File: src/hdl/pwlh_pkg.sv
`timescale 1ns / 1ps

package pwlh_pkg;

    // Field widths of the request and result items.
    localparam int XW       = 16;
    localparam int YW       = 16;
    localparam int IDX_W    = 6;
    localparam int CNT_W    = 7;
    localparam int REGION_W = 3;
    localparam int CFG_W    = 16;

    // Table capacity and register defaults.
    localparam int             DEF_MAX_POINTS = 64;
    localparam logic [YW-1:0]  DEF_EMPTY_Y    = 16'd11520;

    // Serial divider: a product of an X-wide and a Y-wide magnitude over an X-wide width.
    localparam int DVD_W     = 2 * YW;
    localparam int DVS_W     = XW;
    localparam int DIV_STEPS = DVD_W;

    typedef enum logic {
        REQ_LOAD  = 1'b0,
        REQ_QUERY = 1'b1
    } t_req;

    typedef enum logic [REGION_W-1:0] {
        REGION_EMPTY    = 3'd0,
        REGION_LEFT     = 3'd1,
        REGION_RIGHT    = 3'd2,
        REGION_INTERP   = 3'd3,
        REGION_FALLBACK = 3'd4
    } t_region;

    typedef enum logic {
        CFG_POINT_COUNT = 1'b0,
        CFG_EMPTY_Y     = 1'b1
    } t_cfg_idx;

    typedef enum logic [2:0] {
        ST_IDLE,
        ST_FIRST,
        ST_LAST,
        ST_SCAN,
        ST_MUL,
        ST_DIV_GO,
        ST_DIV,
        ST_DONE
    } t_state;

    // One breakpoint as stored in the table.
    typedef struct packed {
        logic [XW-1:0] x;
        logic [YW-1:0] y;
    } t_point;

endpackage

File: src/hdl/pwlh_table.sv
`timescale 1ns / 1ps

module pwlh_table import pwlh_pkg::*; #(
    parameter int DEPTH = DEF_MAX_POINTS,
    parameter int AW    = $clog2(DEPTH)
) (
    input  logic          i_clk,
    input  logic          i_we,
    input  logic [AW-1:0] i_waddr,
    input  t_point        i_wdata,
    input  logic [AW-1:0] i_raddr,
    output t_point        o_rdata
);

    t_point r_mem [DEPTH];
    t_point r_rdata;

    // Single write port; entries hold nothing meaningful until loaded.
    always_ff @(posedge i_clk) begin
        if (i_we) begin
            r_mem[i_waddr] <= i_wdata;
        end
    end

    // Registered read: the data follows the address in the next cycle.
    always_ff @(posedge i_clk) begin
        r_rdata <= r_mem[i_raddr];
    end

    assign o_rdata = r_rdata;

endmodule

File: config.mk
export PLATFORM = sky130hd
export DESIGN_NAME = pwlh_table
export DESIGN_NICKNAME = d
export VERILOG_FILES = /design/src/hdl/pwlh_pkg.sv /design/src/hdl/pwlh_table.sv
export SDC_FILE = /design/constraint.sdc
export NUM_CORES = 2
export LEC_CHECK = 0
export ABC_CLOCK_PERIOD_IN_PS = 5600
export BUFFER_PORTS_ARGS = -buffer_cell sky130_fd_sc_hd__buf_2
export CAP_MARGIN = 0
export CORE_MARGIN = 1
export CORE_UTILIZATION = 40
export DETAILED_ROUTE_END_ITERATION = 7
export PLACE_DENSITY = 0.53
export SYNTH_ARGS = -nofsm -noshare
export SYNTH_HDL_FRONTEND = slang
export SYNTH_SLANG_ARGS = --single-unit
File: constraint.sdc
create_clock -name i_clk -period 5.6 [get_ports i_clk]
set_clock_uncertainty 0.15 [all_clocks]
set_input_delay 0.84 -clock i_clk [delete_from_list [all_inputs] [get_ports i_clk]]
set_output_delay 0.84 -clock i_clk [all_outputs]
set_load 0.1 [all_outputs]
# After elaboration in Yosys (flattened, before gate mapping)
# Memory sizes are Yosys's and may differ from the RTL's. A register that Yosys moved wholly into a read port is not among the register bits.
# Cells that the tools add are included.
[op_classes]
n_mux = 2
[op_table]
columns = ["op", "n"]
rows = [
  ["2-to-1 mux 1 bit", 2],
]
[word_totals]
reg_bits = 0
ramBits = 2048
in_bits = 46
output_inout_bits = 32
wordCells = 3
n_memories = 1
[mem_list]
columns = ["name", "depth", "word_bits", "read_ports", "rd_clocked_by_memory_dff", "write_ports", "line", "text"]
rows = [
  ["r_mem", 64, 32, 1, 1, 1, "pwlh_table.sv:15", "t_point r_mem [DEPTH];"],
]

# Logic depth before layout (Yosys ltp)
[depth]
word_depth = 2
mapped_depth = 10
depth_no_buf = 5

# Least setup slack after synthesis
# No wires, ideal clock.
[synth_timing]
path_type = "input port to flip-flop"
from = "input i_waddr[3]"
to = "memory r_mem[48][0] (netlist name), enable pin"
setup_time_ps = 461
arrival_ps = 3539
required_time_ps = 4989
path_slack_ps = 1450
path_stages = 4
n_path_buf = 1
path_cell_list = "clkbuf_1 nor2b_1 nand4b_1 nor3_1"
[synth_lines]
columns = ["element", "line", "text"]
rows = [
  ["start: declaration", "pwlh_table.sv:9", "input logic [AW-1:0] i_waddr,"],
  ["end: declaration", "pwlh_table.sv:15", ""],
]
# No word-level cell before the write port.

==> results.sh <==
export IMPL_status="completed"
export IMPL_hold_buffers=0
export IMPL_crit_start="i_raddr[0]"
export IMPL_drtIter0Drc=3636
export IMPL_core_area_sq_um=195000
export IMPL_ant_nets=0
export IMPL_seq_power_share_pct=52.1
export IMPL_pin_count=78
export IMPL_yosysSeqAreaShare_pct=79.14
export IMPL_synth_distinct_cells=34
export IMPL_finish_net_count=3644
export IMPL_start_kind="primary input"
export IMPL_max_vdd_ir_drop_uv=346.9
export IMPL_relSlewSlack_pct=16.74
export IMPL_clkSinkCount=2080
export IMPL_grt_pass1_wl_microns=288800
export IMPL_synthCells=3324
export IMPL_vias=36280
export IMPL_drcViolationCount=0
export IMPL_finalSetupViolCount=0
export IMPL_min_path_type="primary input to flop"
export IMPL_ys_warn_count=0
export IMPL_die_h_microns=445.0
export IMPL_avgSynthCellArea_sq_um=23.62
export IMPL_die_area_sq_um=198100
export IMPL_p_clk_share_pct=42.5
export IMPL_cts_resized=0
export IMPL_cts_clk_slew_worst_paths_ns=0.06
export IMPL_io_buffer_count=77
export IMPL_cts_max_level=4
export IMPL_combPwrFrac_pct=5.4
export IMPL_postLayoutCellArea_sq_um=90250
export IMPL_cts_tree="yes"
export IMPL_syn_area_sq_um=78520
export IMPL_antenna_found_initial=10
export IMPL_p_int_uw=25990
export IMPL_grt_usage_pct=20.69
export IMPL_area_growth_syn_to_layout_pct=14.94
export IMPL_postSynthNetCount=3370
export IMPL_via_per_inst=5.660
export IMPL_fp_dieW_microns=445.0
export IMPL_crit_arrival_ns=3.95
export IMPL_p_switching_uw=7250
export IMPL_fmax_mhz=291.0
export IMPL_ys_ff_latch=2080
export IMPL_cts_setup_buffers=0
export IMPL_cts_buffer_depth=3
export IMPL_r2r_start="r_mem[60][3]"
export IMPL_power_density_nw_per_um2=368.3
export IMPL_end_kind="flop"
export IMPL_start_util_pct=40.27
export IMPL_finalHoldViolCount=0
export IMPL_cp_required_ns=6.12
export IMPL_first_global_vias=37290
export IMPL_rsz0062_at_grt="false"
export IMPL_hp_start="i_raddr[4]"
export IMPL_worst_path_max_fanout=25
export IMPL_final_cells=6410
export IMPL_routedWlPerCell_microns=31.89
export IMPL_post_dp_cell_area_sq_um=83290
export IMPL_drv_slew=0
export IMPL_drv_cap=0
export IMPL_critPathKind="primary input to flop"
export IMPL_finish_utilization_pct=46.28
export IMPL_detail_route_first_pass_iterations=5
export IMPL_layout_drive_gt1_share_pct=30.71
export IMPL_place_congestion=0.8177
export IMPL_setup_tns_ns=0
export IMPL_dp_hpwl_microns=117100
export IMPL_grt_max_degree=67
export IMPL_dp_cells=6007
export IMPL_gr_total_overflow=0
export IMPL_wirelength_microns=204400
export IMPL_post_route_period_util_pct=61.36
export IMPL_p_sw_share_pct=21.81
export IMPL_fill_cells=16090
export IMPL_fp_row_count=162
export IMPL_clk_latency_ns=0.85
export IMPL_p_leak_uw=0.02798
export IMPL_cts_root_buf="clkbuf_16"
export IMPL_fin_crit_ns=3.436
export IMPL_cts_made_buffers=213
export IMPL_worst_pin_slew_ns=1.249
## power by group through the flow
stage / Sequential, uW / Clock [uW] / Combinational [uW]
floorplan: 17800 / 0 / 838
global placement: 17700 / 0 / 1830
detailed placement: 17700 / 0 / 1840
CTS: 17300 / 14400 / 1840
global route: 17300 / 14900 / 1900
finish: 17300 / 14100 / 1800
## metrics by stage
stage          total power, uW  setup slack [ns]  hold slack [ns]
3_5_place_dp             19500             1.326           0.5823
3_3_place_gp             19490             1.340           0.5826
5_1_grt                  34170             2.259           0.4511
2_1_floorplan            18680             1.450           0.5132
6_report                 33240             2.164           0.4800
4_1_cts                  33570             2.256           0.4017
## metal layers
metal | part of all wire [%] | routed length [microns] | GRT usage (%) | up-vias
met5 | 0.0049 | 10 | 0 | -
met4 | 2.2 | 4409 | 5.040 | 2
met3 | 5.0 | 10160 | 2.928 | 249
met2 | 49 | 99650 | 33.40 | 1071
met1 | 44 | 90210 | 29.78 | 20100
li1 | - | - | - | 14860
## Yosys cell counts
library cell  instances  area (sq um)
nand4_1               2         12.51
a31oi_1               1         6.260
a41o_1                4         40.04
nand2_1              26         97.59
dfxtp_1              32         640.6
buf_2                57         285.3
a22oi_1              12         90.09
mux4_2              544         12250
a311oi_1              8         70.07
o32ai_1               4         35.03
a21oi_1              62         310.3
mux2i_1              93         930.9
nand2b_1              8         50.05
or3_1                 3         18.77
nor2b_1              15         93.84
buf_4                25         187.7
edfxtp_1           2048         61500
or3b_1                2         17.52
clkbuf_1             74         277.8
buf_6                 5         56.30
buf_1                21         78.83
o221ai_1             27         236.5
or2_0                 1         6.260
nor3_1                7         35.03
or3b_2                3         26.28
or2_1                 1         6.260
o22ai_1              84         525.5
and3_1                4         25.02
nand3_1               5         25.02
nor2_1              137         514.2
nand3b_1              5         37.54
nand4b_1              1         8.760
or2_2                 1         6.260
and2_1                2         12.51
## cells in the final DEF (no fill, tap or decap), types with 62 or more instances in the layout
cell       synthesis  layout
edfxtp_1        2048    2048
mux4_2           544     544
clkbuf_16          0     214
buf_4             25     145
mux2i_1           93      93
o22ai_1           84      84
nor2_1           137      74
buf_2             57      73
a21oi_1           62      62
nor2_4             0      62
## path summary, 6_finish.rpt
kind	end	slack, ns	cells past startpoint
setup / recovery	o_rdata[3]	2.16	7
hold / removal	o_rdata[5]	0.48	3
setup reg to reg	o_rdata[3]	2.96	4
hold reg to reg	o_rdata[8]	0.62	4
## area by class of cell
class                           count  area [sq um]  share of cell area [%]
Antenna cell                        5         12.51                 0.01386
Clock buffer                      283          5724                   6.343
Clock inverter                    115          1225                   1.357
Multi-Input combinational cell   1062         15970                   17.70
Sequential cell                  2080         62140                   68.85
Tap cell                         2624          3283                   3.638
Timing Repair Buffer              241          1891                   2.095
## cells by family (layout without fill, tap and decap cells)
kind of cell           count (synthesis)  count (layout)  share of synthesized area, %
DFF                                 2080            2080                         79.14
muxes                                637             637                         16.79
and+or+nand+nor                      223             223                         1.265
AOI/OAI and AO/OA                    202             202                         1.673
buffers and inverters                182             639                         1.128
other                                  0               5                             0
## flip-flops by register name, indices dropped and copies added, names as in the netlist
name,count
r_mem,2048
o_rdata,32
## worst max-delay path, stage by stage
cell and delay (ns):
buf_8 0.32, buf_4 0.44, buf_4 0.31, mux4_2 0.53, mux4_2 0.55, o22ai_1 0.73, nor2_1 0.13
No activity file was read; power rests on OpenSTA's default activity.
