--- config.mk ---
export PLATFORM = sky130hd
export DESIGN_NAME = pwlh_div
export DESIGN_NICKNAME = d
export VERILOG_FILES = /design/src/hdl/pwlh_pkg.sv /design/src/hdl/pwlh_div.sv
export SDC_FILE = /design/constraint.sdc
export NUM_CORES = 1
export LEC_CHECK = 0
export ABC_AREA = 0
export BUFFER_PORTS_ARGS = -buffer_cell sky130_fd_sc_hd__buf_4
export CAP_MARGIN = 30
export CORE_MARGIN = 2
export CORE_UTILIZATION = 35
export DETAILED_ROUTE_END_ITERATION = 16
export PLACE_DENSITY = 0.56
export RECOVER_POWER = 25
export SYNTH_ARGS = -nofsm -noshare
export SYNTH_HDL_FRONTEND = slang
export SYNTH_SLANG_ARGS = --single-unit
--- constraint.sdc ---
create_clock -name i_clk -period 4.7 [get_ports i_clk]
set_clock_uncertainty 0.2 [all_clocks]
set_input_delay 0.94 -clock i_clk [delete_from_list [all_inputs] [get_ports i_clk]]
set_output_delay 0.94 -clock i_clk [all_outputs]
set_load 0.01 [all_outputs]
--- src/hdl/pwlh_pkg.sv ---
`timescale 1ns / 1ps

package pwlh_pkg;

    // Field widths of the request and result items.
    localparam int XW       = 16;
    localparam int YW       = 16;
    localparam int IDX_W    = 6;
    localparam int CNT_W    = 7;
    localparam int REGION_W = 3;
    localparam int CFG_W    = 16;

    // Table capacity and register defaults.
    localparam int             DEF_MAX_POINTS = 64;
    localparam logic [YW-1:0]  DEF_EMPTY_Y    = 16'd11520;

    // Serial divider: a product of an X-wide and a Y-wide magnitude over an X-wide width.
    localparam int DVD_W     = 2 * YW;
    localparam int DVS_W     = XW;
    localparam int DIV_STEPS = DVD_W;

    typedef enum logic {
        REQ_LOAD  = 1'b0,
        REQ_QUERY = 1'b1
    } t_req;

    typedef enum logic [REGION_W-1:0] {
        REGION_EMPTY    = 3'd0,
        REGION_LEFT     = 3'd1,
        REGION_RIGHT    = 3'd2,
        REGION_INTERP   = 3'd3,
        REGION_FALLBACK = 3'd4
    } t_region;

    typedef enum logic {
        CFG_POINT_COUNT = 1'b0,
        CFG_EMPTY_Y     = 1'b1
    } t_cfg_idx;

    typedef enum logic [2:0] {
        ST_IDLE,
        ST_FIRST,
        ST_LAST,
        ST_SCAN,
        ST_MUL,
        ST_DIV_GO,
        ST_DIV,
        ST_DONE
    } t_state;

    // One breakpoint as stored in the table.
    typedef struct packed {
        logic [XW-1:0] x;
        logic [YW-1:0] y;
    } t_point;

endpackage

--- src/hdl/pwlh_div.sv ---
`timescale 1ns / 1ps

module pwlh_div import pwlh_pkg::*; (
    input  logic             i_clk,
    input  logic             i_rst_n,
    input  logic             i_start,
    input  logic [DVD_W-1:0] i_dividend,
    input  logic [DVS_W-1:0] i_divisor,
    output logic             o_done,
    output logic [YW-1:0]    o_quotient
);

    localparam int SW = $clog2(DIV_STEPS);

    logic             r_busy;
    logic             r_done;
    logic [SW-1:0]    r_cnt;
    logic [DVS_W-1:0] r_rem;
    logic [DVD_W-1:0] r_quo;
    logic [DVS_W-1:0] r_dvs;

    logic [DVS_W:0]   trial;
    logic [DVS_W:0]   diff;
    logic             fits;

    // One restoring step: shift in the next dividend bit and try a subtract.
    always_comb begin
        trial = {r_rem, r_quo[DVD_W-1]};
        diff  = trial - {1'b0, r_dvs};
        fits  = (trial >= {1'b0, r_dvs});
    end

    // Control: busy for one step per dividend bit, then a one-cycle done.
    always_ff @(posedge i_clk) begin
        if (!i_rst_n) begin
            r_busy <= 1'b0;
            r_done <= 1'b0;
            r_cnt  <= '0;
        end else begin
            r_done <= 1'b0;
            if (i_start) begin
                r_busy <= 1'b1;
                r_cnt  <= '0;
            end else if (r_busy) begin
                r_cnt <= r_cnt + SW'(1);
                if (r_cnt == SW'(DIV_STEPS - 1)) begin
                    r_busy <= 1'b0;
                    r_done <= 1'b1;
                end
            end
        end
    end

    // Datapath: the quotient bits shift in behind the dividend bits.
    always_ff @(posedge i_clk) begin
        if (i_start) begin
            r_rem <= '0;
            r_quo <= i_dividend;
            r_dvs <= i_divisor;
        end else if (r_busy) begin
            r_rem <= fits ? diff[DVS_W-1:0] : trial[DVS_W-1:0];
            r_quo <= {r_quo[DVD_W-2:0], fits};
        end
    end

    assign o_done     = r_done;
    assign o_quotient = r_quo[YW-1:0];

endmodule

==> Yosys cells after proc, flatten, opt, wreduce, memory -nomap -nowiden <==
Index checks and enable logic that the tools add are counted.
{ "word_totals": {"regBits": 71, "input_bits": 51, "output_inout_bits": 17, "word_cells": 22} }
{ "classes": {"add_sub_neg": 2, "magnitude_cmp": 1, "n_eq_ne": 1, "muxes": 7, "n_bitwise": 2, "n_reduce_logical": 3} }
{ "op_table": {"columns": ["operator", "n"], "rows": [
  ["32-bit two-way mux", 2],
  ["17-bit by 16-bit >= comparator with 1-bit output", 1],
  ["16-bit two-way mux", 1],
  ["16-bit subtractor", 1],
  ["5-bit by 1-bit adder with 5-bit output, second input constant", 1],
  ["5-bit == test, second input constant", 1],
  ["1-bit two-way mux", 4],
  ["3-bit OR reduction", 1],
  ["1-bit NOT", 2],
  ["2-bit nonzero test", 1],
  ["2-bit OR reduction", 1]
]} }

==> Logic depth before layout (Yosys ltp) <==
Gate-level depths: netlist of the first run.
{ "depth": {"depth_word": 4, "depth_mapped": 10} }

==> Worst setup path after synthesis of the first run <==
No wires, ideal clock.
{ "synth_path": {"kind": "input-to-reg", "from": "input port i_start", "to": "register r_quo[0], enable pin", "setup_time_ns": 0.387, "t_arrival_ns": 2.004, "required_ns": 4.113, "setup_slack_ns": 2.110, "cell_stages": 3, "path_buffers": 1, "path_cell_list": "clkbuf_1 -> nor2_1 -> inv_1"} }
{ "synth_via": {"elab_chain_len": 1} }
{ "synth_rtl": {"columns": ["element", "line_no", "rtl"], "rows": [
  ["start, declared", "pwlh_div.sv:6", "input logic i_start,"],
  ["2-bit nonzero test (no source line)", null, null],
  ["end signal, assigned", "pwlh_div.sv:58", "r_quo <= i_dividend;"],
  ["end signal, assigned", "pwlh_div.sv:62", "r_quo <= {r_quo[DVD_W-2:0], fits};"],
  ["end, declared", "pwlh_div.sv:19", "logic [DVD_W-1:0] r_quo;"]
]} }
Every way passes these cells.
A chain may end at the register's enable or synchronous reset.

==> Worst setup path in the final report of the first run <==
{ "layout_path": {"from": "register r_dvs[6]", "to": "register r_quo[0] (data pin)"} }
{ "layout_via": {"elab_chain_len": 3} }
{ "layout_rtl": {"columns": ["element", "line_no", "rtl"], "rows": [
  ["start, declared", "pwlh_div.sv:20", "logic [DVS_W-1:0] r_dvs;"],
  ["start signal, assigned", "pwlh_div.sv:59", "r_dvs <= i_divisor;"],
  ["17-bit by 16-bit >= comparator with 1-bit output", "pwlh_div.sv:30", "fits = (trial >= {1'b0, r_dvs});"],
  ["32-bit two-way mux", "pwlh_div.sv:60", "end else if (r_busy) begin"],
  ["32-bit two-way mux", "pwlh_div.sv:56", "if (i_start) begin"]
]} }
Every way passes these cells. The select of a mux whose other input is x is not followed.

==> summary.txt, run 1 <==
Job
  – Maxcap violations: 0

Die
  – Standard-cell row count: 38
  – # IOs: 68
  – Die Y: 110 um
  – Starting density of the core: 36.1%
  – Die area: 0.0121 mm^2
  – Die X: 110 um
  – Core region area: 0.0109 mm^2

Placement
  – Dpl ws: 1.69 ns
  – DP HPWL: 5.78 mm
  – PortBufs: 67
  – Final GP Congestion: 0.787

Finish
  – Nets: 471
  – Register Area: 0.00190 mm^2
  – Share of layout cells above drive strength 1: 31.8%
  – # fillers: 1,046
  – Area Growth Syn to Fin: 20.1%
  – Multi-input logic area: 0.00177 mm^2
  – Ant diodes: 0
  – Final Util: 43.4%

Worst setup path
  – Instance count on the critical path: 8
  – Bufs and invs on worst path: 2
  – Termination of the worst setup path: r_quo[0]$_DFFE_PP_
  – CP max FO: 16
  – Crit path max-delay family: compound AO/OA/AOI/OAI gates
  – Worst Setup SP: r_dvs[6]$_DFFE_PP_
  – CP max-delay cell: o41ai_4
  – Setup CP Type: reg -> reg
  – RR Startpoint: r_dvs[6]$_DFFE_PP_
  – Arr. time, crit path: 2.98 ns
  – RR Endpoint: r_quo[0]$_DFFE_PP_
  – Required time worst endpoint: 4.70 ns
  – CP endpoint kind: flip-flop
  – R2r worst-path depth: 8
  – Reg2reg setup slack: 1.72 ns
  – Cell breakdown of the critical path: inv_1 -> ha_1 -> and3_1 -> nand4_2 -> o41ai_4 -> inv_2 -> nand2_4 -> mux2_2
  – Worst setup SP type: flip-flop
  – Crit-path max cell delay: 0.93 ns

Yosys
  – Top FF cell, synth: edfxtp_1
  – Avg Cell Area, Syn: 11.3 um^2
  – Register area share after synthesis: 48.2%
  – Yosys reg bits: 71
  – Post-synth cell types: 58
  – Post-Synthesis Net Count: 421
  – Ys async rst share: 0%
  – Synthesized instance count: 351
  – Synth Warn #: 0
  – Post-synth EDFFs: 48
  – Synthesized area: 0.00395 mm^2

Timing
  – Tmin final: 2.98 ns
  – Final period util: 63.4%
  – Slew headroom: 35.8%
  – Max Slew Vio Count: 0
  – Setup ws final: 1.72 ns
  – Final setup viols: 0
  – Max Freq: 336 MHz
  – Hold Vio Cnt, Final: 0
  – RSZ-0062 raised after global routing: no
  – Hold_ws: 0.308 ns
  – Worst-Margin Slew: 0.960 ns
  – Setup TNS Final: 0 ns

Clock tree
  – CTS tree: built
  – Post_cts resized: 0
  – Num CTS Buffers: 9
  – Register clock-pin slew on the reported worst setup and hold paths: 0.06 ns
  – Clock latency on the worst-skew pair: 0.33 ns
  – Cts hold-fix bufs: 0
  – Clock Root Buffer: clkbuf_16
  – Post-CTS Setup Inserts: 0
  – H-tree depth: 3
  – Max Root-Sink Buffers: 2
  – CTS Sinks: 71

Detailed routing
  – Post-DRT Antenna Nets: 0
  – Post-Route WL: 8.30 mm
  – Post-DR wirelength/cell: 15.2 um
  – Via count: 2,846
  – Vias per inst: 5.21
  – TritonRoute pass-1 iters: 4
  – DRC viols: 0
  – DR iter-0 viols: 123

GRT
  – Vias in the first global route: 2,865
  – Grt ovf: 0
  – Global-route usage over all layers: 14.7%
  – Largest net degree at the start of global routing: 63
  – Initial antenna violation count: 0
  – First-pass GRT wire length: 13.7 mm

Power
  – Sequential group share of total power: 43.9%
  – Pwr Density: 359 mW/mm^2
  – Clock power frac: 40.1%
  – Leak: 1.97 nW
  – Logic gate share of total power: 16.0%
  – Int Pwr: 1.27 mW
  – VDD IR max: 0.186 mV
  – Psw: 0.432 mW
  – Switching Share: 25.4%

Outcome
  – Status: complete, no violations

Hold path
  – Hold Path Class: reg -> reg
  – Worst hold path depth: 2
==> synth_stat cells, types with 5 or more instances <==
library cell   n  share of area (%)
nor4_1         7                1.1
dfxtp_1       23                 12
a21oi_1       10                1.3
a21o_1         5               0.95
clkbuf_1       8               0.76
ha_1          18                5.7
o311a_1        5                1.3
nor3_1         6               0.76
inv_1         21                2.0
nand2_1       17                1.6
xor2_1         8                1.8
nand2b_1       6               0.95
mux2_2        34                9.7
nor2_1        30                2.9
edfxtp_1      48                 37
o211ai_1       8                1.5
o21ai_0        8                1.0
buf_4         17                3.2
==> cells by family after synthesis <==
group / share of synthesized area (%)
AO/OA/AOI/OAI: 15.2
multiplexers: 10.2
XOR/XNOR: 2.66
adder cells (fa/ha/maj): 6.21
buffers and inverters: 6.97
AND/OR/NAND/NOR: 10.6
flip-flops: 48.2
==> layer usage <==
layer  up-vias  track usage [%]  wire (um)
met2       101             23.2       3800
li1       1389                -          -
met5         -                0          0
met4         0             4.29         82
met3        10             5.58        677
met1      1346             18.9       3740
==> worst min-delay path by stage <==
stage,from,end,slack (ns)
2_1_floorplan,r_rem[13]$_SDFFE_PP0P_,r_rem[13]$_SDFFE_PP0P_,0.26
3_3_place_gp,r_cnt[4]$_SDFFE_PP0P_,r_cnt[4]$_SDFFE_PP0P_,0.28
3_5_place_dp,r_cnt[4]$_SDFFE_PP0P_,r_cnt[4]$_SDFFE_PP0P_,0.30
4_1_cts,r_rem[14]$_SDFFE_PP0P_,r_rem[14]$_SDFFE_PP0P_,0.31
5_1_grt,r_rem[14]$_SDFFE_PP0P_,r_rem[14]$_SDFFE_PP0P_,0.34
6_report,r_rem[14]$_SDFFE_PP0P_,r_rem[14]$_SDFFE_PP0P_,0.31
==> cell type report <==
type | instances | area share (%)
clock buffer | 10 | 4.83
clock inverter | 6 | 1.45
inverter | 22 | 1.74
multi-input combinational | 228 | 37.4
sequential | 71 | 40.1
tap | 140 | 3.69
timing repair buffer | 69 | 10.8
==> per-stage QoR <==
step / area [um^2] / total power, mW / instances
3_3_place_gp: 4450 / 1.03 / 530
2_1_floorplan: 3950 / 0.952 / 351
3_5_place_dp: 4450 / 1.03 / 530
6_report: 4740 / 1.70 / 546
4_1_cts: 4750 / 1.73 / 546
5_1_grt: 4740 / 1.79 / 546
==> tightest hold or removal path, stage by stage, from the launching register on <==
cell	delay (ns)
dfxtp_1	0.32
nand2_1	0.06
o211ai_1	0.07
==> flip-flops by register name (all words and copies together) (netlist names) <==
name,cells
r_rem,16
r_dvs,16
r_busy,1
o_done,1
r_cnt,5
r_quo,32
==> power groups by stage <==
stage | logic (mW) | clock network, mW | registers (mW)
2_1_floorplan | 0.199 | 0 | 0.753
6_report | 0.272 | 0.683 | 0.748
3_5_place_dp | 0.273 | 0 | 0.761
4_1_cts | 0.274 | 0.708 | 0.749
5_1_grt | 0.303 | 0.734 | 0.753
3_3_place_gp | 0.273 | 0 | 0.761
==> placed cells by master, fill, tap and decap left out, types with 8 or more instances in the layout <==
| cell | Yosys | layout |
|---|---|---|
| edfxtp_1 | 48 | 48 |
| nor2_1 | 30 | 30 |
| o211ai_1 | 8 | 8 |
| ha_1 | 18 | 18 |
| xor2_1 | 8 | 8 |
| clkbuf_16 | 0 | 9 |
| mux2_2 | 34 | 34 |
| nand2_1 | 17 | 17 |
| o21ai_0 | 8 | 8 |
| a21oi_1 | 10 | 10 |
| inv_1 | 21 | 21 |
| dfxtp_1 | 23 | 23 |
| clkbuf_4 | 0 | 16 |
| buf_4 | 17 | 52 |
(Power assumes the default switching activity.)
==> run 2, diff against run 1 <==
==> constraint.sdc (replaced) <==
create_clock -name i_clk -period 3.1 [get_ports i_clk]
set_clock_uncertainty 0.2 [all_clocks]
set_input_delay 0.62 -clock i_clk [delete_from_list [all_inputs] [get_ports i_clk]]
set_output_delay 0.62 -clock i_clk [all_outputs]
set_load 0.01 [all_outputs]
==> summary.txt, run 2 (synthesis gave the netlist of run 1 again) <==
Outcome
  – Status: complete, no violations

Detailed routing
  – Post-DRT Antenna Nets: 0
  – TritonRoute pass-1 iters: 4
  – Post-Route WL: 8.45 mm
  – DRC viols: 0
  – Post-DR wirelength/cell: 15.3 um
  – Vias per inst: 5.14
  – DR iter-0 viols: 116
  – Via count: 2,848

Timing
  – Worst-Margin Slew: 0.910 ns
  – Max Freq: 362 MHz
  – RSZ-0062 raised after global routing: no
  – Max Slew Vio Count: 0
  – Final setup viols: 0
  – Hold Vio Cnt, Final: 0
  – Final period util: 89.2%
  – Tmin final: 2.77 ns
  – Setup TNS Final: 0 ns
  – Slew headroom: 39.3%

Worst setup path
  – CP endpoint kind: flip-flop
  – Required time worst endpoint: 3.08 ns
  – Reg2reg setup slack: 0.33 ns
  – CP max FO: 10
  – Worst setup SP type: flip-flop
  – Setup CP Type: reg -> reg
  – Termination of the worst setup path: r_rem[9]$_SDFFE_PP0P_
  – Worst Setup SP: r_dvs[7]$_DFFE_PP_
  – RR Startpoint: r_dvs[7]$_DFFE_PP_
  – Arr. time, crit path: 2.74 ns
  – R2r worst-path depth: 8
  – RR Endpoint: r_rem[9]$_SDFFE_PP0P_

Power
  – Logic gate share of total power: 16.1%
  – Switching Share: 27.7%
  – Leak: 2.02 nW
  – VDD IR max: 0.266 mV
  – Psw: 0.717 mW
  – Pwr Total: 2.59 mW
  – Int Pwr: 1.87 mW
  – Sequential group share of total power: 43.9%
  – Pwr Density: 540 mW/mm^2
  – Clock power frac: 40.1%

Finish
  – Leading cell types in the layout, fill and taps excluded: buf_4, edfxtp_1, mux2_2, nor2_1, dfxtp_1
  – Most flops, register: r_quo
  – Multi-input logic area: 0.00177 mm^2
  – Commonest non-fill, non-tap cell in the layout: buf_4
  – # fillers: 1,067
  – Nets: 479
  – Largest regs: r_quo: 32 flops, r_dvs: 16 flops, r_rem: 16 flops
  – Ant diodes: 0
  – Final Util: 43.9%
  – Register Area: 0.00190 mm^2
  – Share of layout cells above drive strength 1: 33.1%
  – Max reg flops: 32
  – Area Growth Syn to Fin: 21.6%

Clock tree
  – Clock Root Buffer: clkbuf_16
  – Clock latency on the worst-skew pair: 0.34 ns
  – CTS tree: built
  – Post_cts resized: 0
  – Cts hold-fix bufs: 0
  – Num CTS Buffers: 9
  – CTS Sinks: 71
  – H-tree depth: 3
  – Post-CTS Setup Inserts: 0
  – Max Root-Sink Buffers: 2
  – Register clock-pin slew on the reported worst setup and hold paths: 0.07 ns

Die
  – Standard-cell row count: 38
  – Die Y: 110 um
  – Starting density of the core: 36.1%
  – Die area: 0.0121 mm^2
  – # IOs: 68
  – Die X: 110 um
  – Core region area: 0.0109 mm^2

Hold path
  – Hold path start: i_divisor[5]
  – Hold Path Class: in -> reg

GRT
  – Initial antenna violation count: 0
  – First-pass GRT wire length: 14.1 mm
  – Grt ovf: 0
  – Global-route usage over all layers: 15.1%
  – Vias in the first global route: 2,931
  – Largest net degree at the start of global routing: 33

Placement
  – Final GP Congestion: 0.829
  – DP HPWL: 6.06 mm
  – PortBufs: 67

Job
  – Maxcap violations: 0
## run 2: cell count changes in the layout (fill, tap and decap cells not counted)
| cell | delta |
|---|---|
| buf_4 | +7 |
| clkinv_4 | -1 |
| bufinv_16 | -1 |
| clkinv_2 | -1 |
| clkinvlp_4 | -1 |
| inv_8 | +2 |
| inv_6 | +2 |
| clkinv_8 | +1 |
## run 2: area by class of cell
cell class,count,share of cell area [%]
tap,140,3.65
clock inverter,7,1.54
multi-input combinational,228,36.9
timing repair buffer,77,11.9
inverter,22,1.72
clock buffer,9,4.69
sequential,71,39.6
## run 2: worst max-delay path: stages (launching register included)
cell and delay, ns:
edfxtp_1 0.32, inv_1 0.05, ha_1 0.38, and3_1 0.25
nand4_2 0.15, o41ai_4 0.67, inv_2 0.18, a221oi_1 0.31
nor4_1 0.10
## run 2: per-layer routing
layer / up-vias / GRT usage [%] / share of wire, %
met5: - / 0 / 0
met2: 90 / 23.0 / 44
li1: 1415 / - / -
met1: 1333 / 20.1 / 47
met4: 0 / 4.82 / 1.1
met3: 10 / 5.29 / 8.1
## run 2: metrics by stage
step	instance area [um^2]	hold WS (ns)	worst slack [ns]	cells
final	4800	0.277	0.334	554
after global routing	4800	0.267	0.171	554
after CTS	4810	0.247	0.355	554
after detailed placement	4510	0.297	0.385	538
after global placement	4510	0.282	0.448	538
after floorplan	3950	0.261	0.676	351
## run 2: worst min path at each step
stage	slack [ns]	endpoint	cells past startpoint
detailed placement	0.30	r_cnt[3]$_SDFFE_PP0P_	2
floorplan	0.26	r_rem[13]$_SDFFE_PP0P_	2
global placement	0.28	r_cnt[4]$_SDFFE_PP0P_	2
finish	0.28	r_dvs[5]$_DFFE_PP_	1
CTS	0.25	r_dvs[5]$_DFFE_PP_	1
global route	0.27	r_dvs[5]$_DFFE_PP_	1
## run 2: power by group through the flow
stage / Clock [mW] / Combinational, mW / Sequential (mW)
global route: 1.11 / 0.463 / 1.15
CTS: 1.07 / 0.420 / 1.14
finish: 1.04 / 0.417 / 1.14
floorplan: 0 / 0.302 / 1.14
global placement: 0 / 0.416 / 1.16
detailed placement: 0 / 0.417 / 1.16
